### src/rtl/iregcs_pkg.sv
// Package for the indexed register block: port and register index codes,
// reset values and the control struct passed from the register file to the top.
// No dependencies.
package iregcs_pkg;

	localparam logic [15:0] PORT_INDEX = 16'h0022;
	localparam logic [15:0] PORT_DATA  = 16'h0024;

	localparam logic [7:0] REG_POWER     = 8'hea;
	localparam logic [7:0] REG_BASE_HIGH = 8'hf7;
	localparam logic [7:0] REG_BASE_LOW  = 8'hf8;
	localparam logic [7:0] REG_CONTROL   = 8'hf9;
	localparam logic [7:0] REG_GPM       = 8'hfa;

	// Bit positions in the control register.
	localparam int CTRL_MERGE_BIT = 6;
	localparam int CTRL_NVR_BIT   = 5;
	localparam int CTRL_SIZE_HI   = 4;
	localparam int CTRL_SIZE_LO   = 2;

	localparam logic [7:0] GPM_RESET    = 8'h07;
	localparam logic [7:0] ENTRY1_RESET = 8'hfe;
	localparam logic [7:0] UNDECODED    = 8'hff;

	// Widest window is 128 bytes, so the offset is seven bits.
	localparam int OFFSET_W = 7;

	typedef enum logic {
		SRC_PORT,
		SRC_STORE
	} rd_src_t;

	typedef struct packed {
		logic                hit;       // access hit the index or data port
		logic [7:0]          rdata;     // read value for a port access
		logic [15:0]         win_base;  // aligned window base
		logic [OFFSET_W-1:0] win_mask;  // window size minus one
		logic                nvr;       // NVR bank after this access
	} port_ctl_t;

endpackage

### src/rtl/iregcs_if.sv
// Handshake interfaces for bus access words and result words.
// Depends on nothing.
interface iregcs_req_if;
	logic        valid;
	logic        ready;
	logic        cmd;
	logic [15:0] port_address;
	logic [7:0]  write_data;

	modport source (output valid, cmd, port_address, write_data, input ready);
	modport sink   (input valid, cmd, port_address, write_data, output ready);
endinterface

interface iregcs_rsp_if;
	logic       valid;
	logic       ready;
	logic [7:0] read_data;
	logic       claimed;
	logic       nvr_bank;

	modport source (output valid, read_data, claimed, nvr_bank, input ready);
	modport sink   (input valid, read_data, claimed, nvr_bank, output ready);
endinterface

### src/rtl/iregcs_ram.sv
// Generic single-port-write, single-port-read RAM with a registered read.
// No dependencies.
module iregcs_ram #(
	parameter int WIDTH = 8,
	parameter int DEPTH = 32
) (
	input  logic                                clk,
	input  logic                                we,
	input  logic [(DEPTH > 1 ? $clog2(DEPTH) : 1)-1:0] waddr,
	input  logic [WIDTH-1:0]                    wdata,
	input  logic                                re,
	input  logic [(DEPTH > 1 ? $clog2(DEPTH) : 1)-1:0] raddr,
	output logic [WIDTH-1:0]                    rdata
);

	logic [WIDTH-1:0] mem_q [DEPTH];

	always_ff @(posedge clk) begin
		if (we) begin
			mem_q[waddr] <= wdata;
		end
		if (re) begin
			rdata <= mem_q[raddr];
		end
	end

endmodule

### src/rtl/iregcs_regs.sv
// Index latch and the five indexed registers behind the data port.
// Depends on iregcs_pkg.
module iregcs_regs (
	input  logic                  clk,
	input  logic                  arst_n,
	input  logic                  accept,
	input  logic                  cmd,
	input  logic [15:0]           port_address,
	input  logic [7:0]            write_data,
	output iregcs_pkg::port_ctl_t ctl
);

	logic [7:0] index_q;
	logic [7:0] power_q;
	logic [7:0] base_high_q;
	logic [7:0] base_low_q;
	logic [7:0] control_q;
	logic [7:0] gpm_q;

	logic       index_hit;
	logic       data_hit;
	logic       data_wr;
	logic [7:0] reg_rdata;
	logic [7:0] size_mask;

	assign index_hit = (port_address == iregcs_pkg::PORT_INDEX);
	assign data_hit  = (port_address == iregcs_pkg::PORT_DATA);
	assign data_wr   = accept && data_hit && cmd;

	always_comb begin
		case (index_q)
			iregcs_pkg::REG_POWER:     reg_rdata = power_q;
			iregcs_pkg::REG_BASE_HIGH: reg_rdata = base_high_q;
			iregcs_pkg::REG_BASE_LOW:  reg_rdata = base_low_q;
			iregcs_pkg::REG_CONTROL:   reg_rdata = control_q;
			iregcs_pkg::REG_GPM: begin
				if (control_q[iregcs_pkg::CTRL_MERGE_BIT]) begin
					reg_rdata = gpm_q | power_q;
				end else begin
					reg_rdata = gpm_q;
				end
			end
			default:                   reg_rdata = iregcs_pkg::UNDECODED;
		endcase
	end

	// Window size is a power of two from one to 128 bytes.
	assign size_mask = (8'd1 << control_q[iregcs_pkg::CTRL_SIZE_HI:iregcs_pkg::CTRL_SIZE_LO])
		- 8'd1;

	always_comb begin
		ctl.hit      = index_hit || data_hit;
		ctl.rdata    = data_hit ? reg_rdata : iregcs_pkg::UNDECODED;
		ctl.win_mask = size_mask[iregcs_pkg::OFFSET_W-1:0];
		ctl.win_base = {base_high_q, base_low_q} & ~{9'd0, ctl.win_mask};
		if (data_wr && index_q == iregcs_pkg::REG_CONTROL) begin
			ctl.nvr = write_data[iregcs_pkg::CTRL_NVR_BIT];
		end else begin
			ctl.nvr = control_q[iregcs_pkg::CTRL_NVR_BIT];
		end
	end

	always_ff @(posedge clk or negedge arst_n) begin
		if (!arst_n) begin
			index_q     <= '0;
			power_q     <= '0;
			base_high_q <= '0;
			base_low_q  <= '0;
			control_q   <= '0;
			gpm_q       <= iregcs_pkg::GPM_RESET;
		end else begin
			if (accept && index_hit && cmd) begin
				index_q <= write_data;
			end
			if (data_wr) begin
				case (index_q)
					iregcs_pkg::REG_POWER:     power_q     <= write_data;
					iregcs_pkg::REG_BASE_HIGH: base_high_q <= write_data;
					iregcs_pkg::REG_BASE_LOW:  base_low_q  <= write_data;
					iregcs_pkg::REG_CONTROL:   control_q   <= write_data;
					iregcs_pkg::REG_GPM:       gpm_q       <= write_data;
					default: ;
				endcase
			end
		end
	end

endmodule

### src/rtl/indexed_regs_with_chip_select_window.sv
// Indexed configuration registers with a chip select window over a byte store.
// Depends on iregcs_pkg, iregcs_if, iregcs_regs and iregcs_ram.
//
// The block takes one bus access word per clock cycle on req while rsp is not
// stalled, and returns one result word for each on rsp. All register and store
// updates take effect at the edge that accepts the word, so the next word already
// sees them. A result passes the decode stage registers, which sit beside the
// registered read of the window store, and then an output register, which lets
// the block keep accepting words while a result waits to be taken. The store
// powers up reading zero everywhere except entry one, which reads 0xfe; a valid
// bit for each entry provides this, so no clearing pass is needed after reset.
module indexed_regs_with_chip_select_window #(
	parameter int STORE_DEPTH = 32
) (
	input  logic               clk,
	input  logic               arst_n,
	iregcs_req_if.sink         req,
	iregcs_rsp_if.source       rsp
);

	localparam int AW = (STORE_DEPTH > 1) ? $clog2(STORE_DEPTH) : 1;

	iregcs_pkg::port_ctl_t ctl;

	logic                            accept;
	logic                            advance;
	logic                            win_hit;
	logic [iregcs_pkg::OFFSET_W-1:0] win_off;
	logic                            in_store;
	logic [AW-1:0]                   store_idx;
	logic                            store_wr;
	logic                            store_rd;
	logic [7:0]                      ram_rdata;
	logic [7:0]                      pre_rdata;
	logic [7:0]                      rst_val;

	logic [STORE_DEPTH-1:0] store_vld_q;

	// Decode stage registers.
	logic                 valid_s1;
	logic                 wr_s1;
	logic                 claimed_s1;
	iregcs_pkg::rd_src_t  src_s1;
	logic [7:0]           rdata_s1;
	logic                 vld_s1;
	logic [7:0]           rst_val_s1;
	logic                 nvr_s1;

	// Output register.
	logic       out_valid_q;
	logic [7:0] read_data_q;
	logic       claimed_q;
	logic       nvr_bank_q;

	logic [7:0] final_rdata;

	assign advance   = valid_s1 && (!out_valid_q || rsp.ready);
	assign req.ready = !valid_s1 || advance;
	assign accept    = req.valid && req.ready;

	iregcs_regs u_regs (
		.clk          (clk),
		.arst_n       (arst_n),
		.accept       (accept),
		.cmd          (req.cmd),
		.port_address (req.port_address),
		.write_data   (req.write_data),
		.ctl          (ctl)
	);

	// The base is aligned to the window size, so an address falls inside the
	// window exactly when its upper bits match the base. A zero base disables
	// the window, and the index ports always win over it.
	assign win_hit = !ctl.hit && (ctl.win_base != 16'd0)
		&& ((req.port_address & ~{9'd0, ctl.win_mask}) == ctl.win_base);
	assign win_off   = req.port_address[iregcs_pkg::OFFSET_W-1:0] & ctl.win_mask;
	assign in_store  = win_hit && ({1'b0, win_off} < 8'(STORE_DEPTH));
	assign store_idx = AW'(win_off);
	assign store_wr  = accept && in_store && req.cmd;
	assign store_rd  = accept && in_store && !req.cmd;

	// An offset inside the window but beyond the store reads as undecoded.
	assign pre_rdata = ctl.hit ? ctl.rdata : iregcs_pkg::UNDECODED;
	assign rst_val   = (win_off == iregcs_pkg::OFFSET_W'(1)) ? iregcs_pkg::ENTRY1_RESET : 8'd0;

	iregcs_ram #(
		.WIDTH (8),
		.DEPTH (STORE_DEPTH)
	) u_store (
		.clk   (clk),
		.we    (store_wr),
		.waddr (store_idx),
		.wdata (req.write_data),
		.re    (store_rd),
		.raddr (store_idx),
		.rdata (ram_rdata)
	);

	always_ff @(posedge clk or negedge arst_n) begin
		if (!arst_n) begin
			store_vld_q <= '0;
		end else if (store_wr) begin
			store_vld_q[store_idx] <= 1'b1;
		end
	end

	always_ff @(posedge clk or negedge arst_n) begin
		if (!arst_n) begin
			valid_s1 <= 1'b0;
		end else if (req.ready) begin
			valid_s1 <= req.valid;
		end
	end

	always_ff @(posedge clk) begin
		if (accept) begin
			wr_s1      <= req.cmd;
			claimed_s1 <= ctl.hit || win_hit;
			src_s1     <= in_store ? iregcs_pkg::SRC_STORE : iregcs_pkg::SRC_PORT;
			rdata_s1   <= pre_rdata;
			vld_s1     <= store_vld_q[store_idx];
			rst_val_s1 <= rst_val;
			nvr_s1     <= ctl.nvr;
		end
	end

	always_comb begin
		if (wr_s1) begin
			final_rdata = 8'd0;
		end else if (src_s1 == iregcs_pkg::SRC_STORE) begin
			final_rdata = vld_s1 ? ram_rdata : rst_val_s1;
		end else begin
			final_rdata = rdata_s1;
		end
	end

	always_ff @(posedge clk or negedge arst_n) begin
		if (!arst_n) begin
			out_valid_q <= 1'b0;
		end else if (advance) begin
			out_valid_q <= 1'b1;
		end else if (rsp.ready) begin
			out_valid_q <= 1'b0;
		end
	end

	always_ff @(posedge clk) begin
		if (advance) begin
			read_data_q <= final_rdata;
			claimed_q   <= claimed_s1;
			nvr_bank_q  <= nvr_s1;
		end
	end

	assign rsp.valid     = out_valid_q;
	assign rsp.read_data = read_data_q;
	assign rsp.claimed   = claimed_q;
	assign rsp.nvr_bank  = nvr_bank_q;

endmodule

### src/flat_wrapper.sv
// flat-port wrapper written by rule: the top's interface ports become plain ports
module indexed_regs_with_chip_select_window_flat 
#(
	parameter int STORE_DEPTH = 32
)
  (clk, arst_n, req_valid, req_cmd, req_port_address, req_write_data, req_ready, rsp_valid, rsp_read_data, rsp_claimed, rsp_nvr_bank, rsp_ready);
  iregcs_req_if req_i ();
  iregcs_rsp_if rsp_i ();
  input  logic clk;
  input  logic arst_n;
  input wire logic [$bits(req_i.valid)-1:0] req_valid;
  input wire logic [$bits(req_i.cmd)-1:0] req_cmd;
  input wire logic [$bits(req_i.port_address)-1:0] req_port_address;
  input wire logic [$bits(req_i.write_data)-1:0] req_write_data;
  output wire logic [$bits(req_i.ready)-1:0] req_ready;
  output wire logic [$bits(rsp_i.valid)-1:0] rsp_valid;
  output wire logic [$bits(rsp_i.read_data)-1:0] rsp_read_data;
  output wire logic [$bits(rsp_i.claimed)-1:0] rsp_claimed;
  output wire logic [$bits(rsp_i.nvr_bank)-1:0] rsp_nvr_bank;
  input wire logic [$bits(rsp_i.ready)-1:0] rsp_ready;
  assign req_i.valid = req_valid;
  assign req_i.cmd = req_cmd;
  assign req_i.port_address = req_port_address;
  assign req_i.write_data = req_write_data;
  assign req_ready = req_i.ready;
  assign rsp_valid = rsp_i.valid;
  assign rsp_read_data = rsp_i.read_data;
  assign rsp_claimed = rsp_i.claimed;
  assign rsp_nvr_bank = rsp_i.nvr_bank;
  assign rsp_i.ready = rsp_ready;
  indexed_regs_with_chip_select_window #(.STORE_DEPTH(STORE_DEPTH)) u_core (.clk(clk), .arst_n(arst_n), .req(req_i), .rsp(rsp_i));
endmodule
### config.mk
export PLATFORM = sky130hd
export DESIGN_NAME = indexed_regs_with_chip_select_window_flat
export DESIGN_NICKNAME = d
export VERILOG_FILES = /design/src/rtl/iregcs_pkg.sv /design/src/rtl/iregcs_if.sv /design/src/rtl/iregcs_ram.sv /design/src/rtl/iregcs_regs.sv /design/src/rtl/indexed_regs_with_chip_select_window.sv /design/src/flat_wrapper.sv
export SDC_FILE = /design/constraint.sdc
export NUM_CORES = 1
export LEC_CHECK = 0
export BUFFER_PORTS_ARGS = -buffer_cell sky130_fd_sc_hd__buf_2
export CORE_ASPECT_RATIO = 0.6
export CORE_MARGIN = 8
export CORE_UTILIZATION = 35
export CTS_BUF_LIST = sky130_fd_sc_hd__clkbuf_4 sky130_fd_sc_hd__clkbuf_8
export CTS_CLUSTER_DIAMETER = 60
export CTS_CLUSTER_SIZE = 14
export DETAILED_ROUTE_END_ITERATION = 8
export PLACE_DENSITY = 0.54
export REMOVE_ABC_BUFFERS = 1
export SETUP_SLACK_MARGIN = 0.15
export SYNTH_ARGS = -nofsm -noshare
export SYNTH_HDL_FRONTEND = slang
export SYNTH_HIERARCHICAL = 1
export SYNTH_SLANG_ARGS = --single-unit
### constraint.sdc
create_clock -name clk -period 5.1 [get_ports clk]
set_input_delay 0.255 -clock clk [delete_from_list [all_inputs] [get_ports clk]]
set_output_delay 0.255 -clock clk [all_outputs]
set_load 0.05 [all_outputs]
== Yosys cells after proc, flatten, opt, wreduce, memory -nomap -nowiden ==
Memory sizes are Yosys's and may differ from the RTL's. A register that Yosys moved wholly into a read port is not among the register bits.
Index checks and enable logic that the tools add are counted.
Word-level totals
  bits in writable memories: 256
  bits in registers: 113
  memories kept: 1
  output and inout bits: 12
  input port bits: 29
Memory list
  u_core.u_store.mem_q: words 32, bits a word 8, read ports 1, clocked after Yosys merged registers in 1, write ports 1, RTL line iregcs_ram.sv:16  | logic [WIDTH-1:0] mem_q [DEPTH];
Operators by class
  mux-type cells: 15
  $lt $le $gt $ge: 3
  add/sub/neg operators: 1
  shift-type cells: 1
  bitwise logic cells: 6
  reductions and logical operators: 30
  equal/unequal tests: 9
Operators by type and width (number)
  $eq 8x8->1 const B: 5
  $pmux 8 s5: 1
  $and 16x16->16: 2
  $eq 16x6->1 const B: 2
  $mux 8: 4
  $or 32x32->32: 1
  $eq 16x16->1: 1
  $not 7->16: 1
  $reduce_bool 16->1: 1
  $logic_and 1x1->1: 14
  $reduce_and 2->1: 6
  $mux 1: 8
  $or 8x8->8: 1
  $and 7x7->7: 1
  $eq 7x1->1 const B: 1
  $lt 7x6->1 const B: 1
  $shl 1x3->7 const A: 1
  $sub 7x1->7 const B: 1
  $lt 5x6->1 const B: 1
  $bmux 1 s5: 1
  $demux 1 s5: 1
  $ge 5x1->1 const B: 1
  $logic_not 1->1: 4
  $logic_or 1x1->1: 4
  $reduce_bool 2->1: 1

== Longest topological paths before layout ==
  depth after elaboration: 12
  depth in mapped cells: 11
  depth with buffers taken out: 9

== Modules after synthesis ==
Netlist, hierarchy kept.
By module, submodules not included
  iregcs_ram: instances 1, area each 10133.5 um^2, cells each 417
  indexed_regs_with_chip_select_window: instances 1, area each 2840.2 um^2, cells each 231
  iregcs_regs: instances 1, area each 2561.2 um^2, cells each 197

== Least setup slack after synthesis ==
No wires, ideal clock.
  kind: reg2reg
  start: reg u_core.out_valid_q (netlist: u_core/rsp.valid)
  end: reg u_core.u_regs.power_q[0]
  arrival: 3.164 ns
  required time: 4.975 ns
  slack: 1.811 ns
  buffers on the path: 1
  clock period less this slack: 3.289 ns
  setup time: 0.125 ns
  cell stages (with the launch flop): 8
  path through: dfrtp_1 nand3b_1 and2_1 nand2_1 or2_2 or4_1 buf_6 mux2_4
Between the ends
  word-level cells in the longest chain between the ends: 8
RTL lines
  start, declared: RTL line indexed_regs_with_chip_select_window.sv:50  | logic out_valid_q;
  start signal, assigned: RTL line indexed_regs_with_chip_select_window.sv:139  | out_valid_q <= 1'b0;
  start signal, assigned: RTL line indexed_regs_with_chip_select_window.sv:141  | out_valid_q <= 1'b1;
  start signal, assigned: RTL line indexed_regs_with_chip_select_window.sv:143  | out_valid_q <= 1'b0;
  $logic_not 1->1: RTL line indexed_regs_with_chip_select_window.sv:57  | assign advance = valid_s1 && (!out_valid_q || rsp.ready);
  $logic_or 1x1->1: RTL line indexed_regs_with_chip_select_window.sv:57
  $logic_and 1x1->1: RTL line indexed_regs_with_chip_select_window.sv:57
  $logic_or 1x1->1: RTL line indexed_regs_with_chip_select_window.sv:58  | assign req.ready = !valid_s1 || advance;
  net req_ready: RTL line flat_wrapper.sv:15  | output wire logic [$bits(req_i.ready)-1:0] req_ready;
  $logic_and 1x1->1: RTL line indexed_regs_with_chip_select_window.sv:59  | assign accept = req.valid && req.ready;
  net u_core.accept: RTL line indexed_regs_with_chip_select_window.sv:25  | logic accept;
  $logic_and 1x1->1 (2 in a row): RTL line iregcs_regs.sv:28  | assign data_wr = accept && data_hit && cmd;
  $reduce_and 2->1 (no source line)
  end signal, assigned: RTL line iregcs_regs.sv:77  | iregcs_pkg::REG_POWER: power_q <= write_data;
  end, declared: RTL line iregcs_regs.sv:14  | logic [7:0] power_q;
The timed path passes the listed nets, and every way through them passes these cells.
A chain may end at the register's enable or synchronous reset.

==> flow_summary.yaml <==
outcome:
  run_status: "completed"
final_layout:
  fin_nets: 941
  mostFrequentLayoutCells: "288 x edfxtp_1, 81 x mux4_2, 79 x dfrtp_1"
  drive_gt1_share_pct: 30.4
  finish.instance_area_mm2: 0.0172
  fillCellCount: 3997
  layout_commonest_cell: "edfxtp_1"
  area.growth.synth_to_final_pct: 10.4
floorplan:
  die_outline_area_mm2: 0.0516
  dieWidth_um: 288
  total_i_o_pin_count: 41
  floorplan.core_area_mm2: 0.0436
  placement_rows: 59
  floorplan.initialDensity_pct: 35.7
  fp.dieH_um: 179
route:
  detail_route.iter0.violations: 908
  totalWireLength_um: 39200
  ant_nets: 0
  remaining_drc_errors: 0
  routed-via-count: 8276
  vias_per_cell: 5.46
  drt_pre_antenna_iters: 5
  avgRoutedWirePerCell_um: 25.8
worst_setup_path:
  worst_path_most_repeated_cell: "nor2_1"
  crit_slowest_cell: "nor2_1"
  critical_path.max_fanout: 8
  worstPathRequired_ns: 5.34
  element_type_at_the_critical_path_start: "flip-flop"
  data_arrival_time_of_the_critical_path_ns: 4.37
  sequence_of_cells_on_the_critical_path: "or3_1, nor2_1, nor4_1, and4_1, nor3_1, nand4_1, nor2_1, or3b_2, nor2_1"
  path_class: "flip-flop to flip-flop"
  critPathCaptureType: "flip-flop"
  worst_path_dominant_cell_family: "simple AND/OR/NAND/NOR gates"
  worstPathBufferInverterCount: 0
  critPathMaxStageDelay_ns: 0.94
placement:
  placement.setup.worst_slack_ns: 1.11
  port_buffers: 40
  dpl-instance-area_mm2: 0.0165
  gpl.final_weighted_congestion: 0.832
  dp.final_hpwl_um: 26000
synth:
  syn-mean-instance-area_um2: 18.4
  synth-edff-count: 288
  synth_top_area_share_pct: 55.7
  synth.area.top_cells: "edfxtp_1 56%, dfrtp_1 13%, mux4_2 12%"
  synth_seq_area_share_pct: 68.9
  synth-async-reset-ratio_pct: 22.2
  synthesis.area_mm2: 0.0155
  syn-instance-count: 845
  yosysUniqueCellTypes: 56
  synthesis.yosys.warnings: 6
  netlist.top_cell.by_area: "edfxtp_1"
  flip_flop_cell_with_the_highest_count_after_synthesis: "edfxtp_1"
  synth_seq_cells: 370
grt:
  grt_pass1_wl_um: 57900
  global_route.overflow_total: 0
  track_usage_pct: 15.2
  grt_start_max_net_pins: 53
  antenna_found_initial: 0
  grt_pass1_vias: 8220
run:
  max_cap_violations: 0
power_and_ir_drop:
  power.ir.vdd_worst_mv: 0.181
  leakagePower_nw: 5.82
  powerDensity_mw_per_mm2: 299
clock_network:
  cts_tree: "done"
  path_clk_slew_ns: 0.10
  cts_max_path_buffers: 3
  cts.sinks: 370
  cts.repair.resized: 0
  ctsHtreeMaxLevel: 1
  clock_latency_at_the_later_pin_of_the_worst_skew_pair_ns: 0.62
  cts_buffers: 30
  clockRootBuffer: "clkbuf_8"
sta:
  fmaxAchievable_mhz: 242
  fin_skew_ns: 0.0209
  tightestPinTransition_ns: 1.18
  hold_violations: 0
  tns_ns: 0
  final.period_utilization_pct: 81.0
  grt_setup_unrepaired: "false"
  fin_crit_ns: 4.13
  maxSlewHeadroom_pct: 21.3
  setup_ws_ns: 0.969
  report.final.setup_viol: 0
  final-max-slew-violation-count: 0
min_path:
  worst_hold_path_type: "input pin to asynchronous set/reset pin"
worst reg2reg max path, cell delays in order (launching register included):
cell	delay [ns]
dfrtp_1	0.45
or3_1	0.46
nor2_1	0.19
nor4_1	0.08
and4_1	0.27
nor3_1	0.26
nand4_1	0.19
nor2_1	0.28
or3b_2	0.63
nor2_1	0.95
final timing paths:
path                                                             start                                   end  slack, ns  cells past startpoint
worst min register to register                 u_core/nvr_s1$_DFFE_PP_         u_core/rsp.nvr_bank$_DFFE_PP_       0.43                      0
worst max-delay path            u_core/u_regs/control_q[2]$_DFFE_PN0P_  u_core/u_store/mem_q[0][5]$_DFFE_PP_       0.97                      9
min in group clk                                   req_port_address[5]               u_core/src_s1$_DFFE_PP_       0.25                      4
max in group asynchronous                                       arst_n  u_core/u_regs/index_q[5]$_DFFE_PN0P_       3.93                      3
worst max register to register  u_core/u_regs/control_q[2]$_DFFE_PN0P_  u_core/u_store/mem_q[0][5]$_DFFE_PP_       0.97                      9
worst min-delay path                                            arst_n    u_core/store_vld_q[25]$_DFFE_PN0P_       0.13                      2
area by class of cell:
cell class                      instances  area (µm²)  area share (%)
Timing Repair Buffer                   71         460            2.68
Tap cell                              579         724            4.22
Multi-Input combinational cell        428        4600            26.8
Inverter                               11        45.0           0.263
Sequential cell                       370       10700            62.4
Clock inverter                          1        8.76          0.0510
Antenna cell                            2        5.00          0.0292
Clock buffer                           55         607            3.54
synthesized netlist by cell type, types with 8 or more instances:
cell type	n
nor3_1	13
nand3b_1	8
nor2b_1	10
clkbuf_1	15
buf_1	9
o22a_1	8
inv_1	8
a21o_1	9
dfrtp_1	79
mux2_4	8
nand2_1	8
nor2_1	48
mux2_2	48
o211ai_1	8
a21oi_1	17
nand2b_1	18
o21bai_1	24
a22oi_1	21
edfxtp_1	288
mux4_2	81
xnor2_1	15
nand3_1	17
registers in the layout (all words and copies together), names as in the netlist, 8 cells and up:
register / cells
u_core/u_regs/base_low_q: 8
u_core/u_regs/power_q: 8
u_core/rsp.read_data: 8
u_core/u_store/mem_q: 256
u_core/u_regs/gpm_q: 8
u_core/u_regs/index_q: 8
u_core/u_store/rdata: 8
u_core/rdata_s1: 8
u_core/store_vld_q: 32
u_core/u_regs/base_high_q: 8
u_core/u_regs/control_q: 8
stage by stage:
stage	utilization [%]	power (mW)	instances	hold WS (ns)
3_3_place_gp	37.9	3.49	1454	0.236
4_1_cts	39.4	5.20	1515	0.125
2_1_floorplan	-	3.39	809	-0.0406
6_report	39.4	5.13	1517	0.133
5_1_grt	39.4	5.32	1515	0.157
3_5_place_dp	37.9	3.49	1454	0.250
what timing repair did:
action / 4_1_cts / 5_1_grt
hold endpoints to repair: 36 / 0
hold buffers: 5 / 0
buffers inserted: 0 / 0
setup endpoints to repair: 0 / 0
metal layers:
| metal | part of all wire (%) | wire length [µm] | GRT usage [%] | up-vias |
|---|---|---|---|---|
| li1 | - | - | - | 3534 |
| met1 | 52 | 20600 | 25.5 | 4435 |
| met2 | 39 | 15100 | 19.3 | 268 |
| met3 | 7.6 | 2980 | 3.58 | 39 |
| met4 | 1.3 | 517 | 2.31 | 0 |
| met5 | 0 | 0 | 0 | - |
cell families after synthesis:
group                  Yosys count  share of synthesized area [%]
multiplexers                   144                           17.2
AND/OR/NAND/NOR                170                           6.90
XOR/XNOR                        16                          0.902
AO/OA/AOI/OAI                   98                           4.65
buffers and inverters           47                           1.47
flip-flops                     370                           68.9
report_power, final:
group          internal [mW]  total (mW)  switching [mW]  leakage (nW)
sequential              3.26        3.27         0.00662          3.71
combinational         0.0305       0.154           0.124          1.77
clock                  0.742        1.71           0.966         0.337
total                   4.03        5.13            1.10          5.82
(Power assumes the default switching activity.)
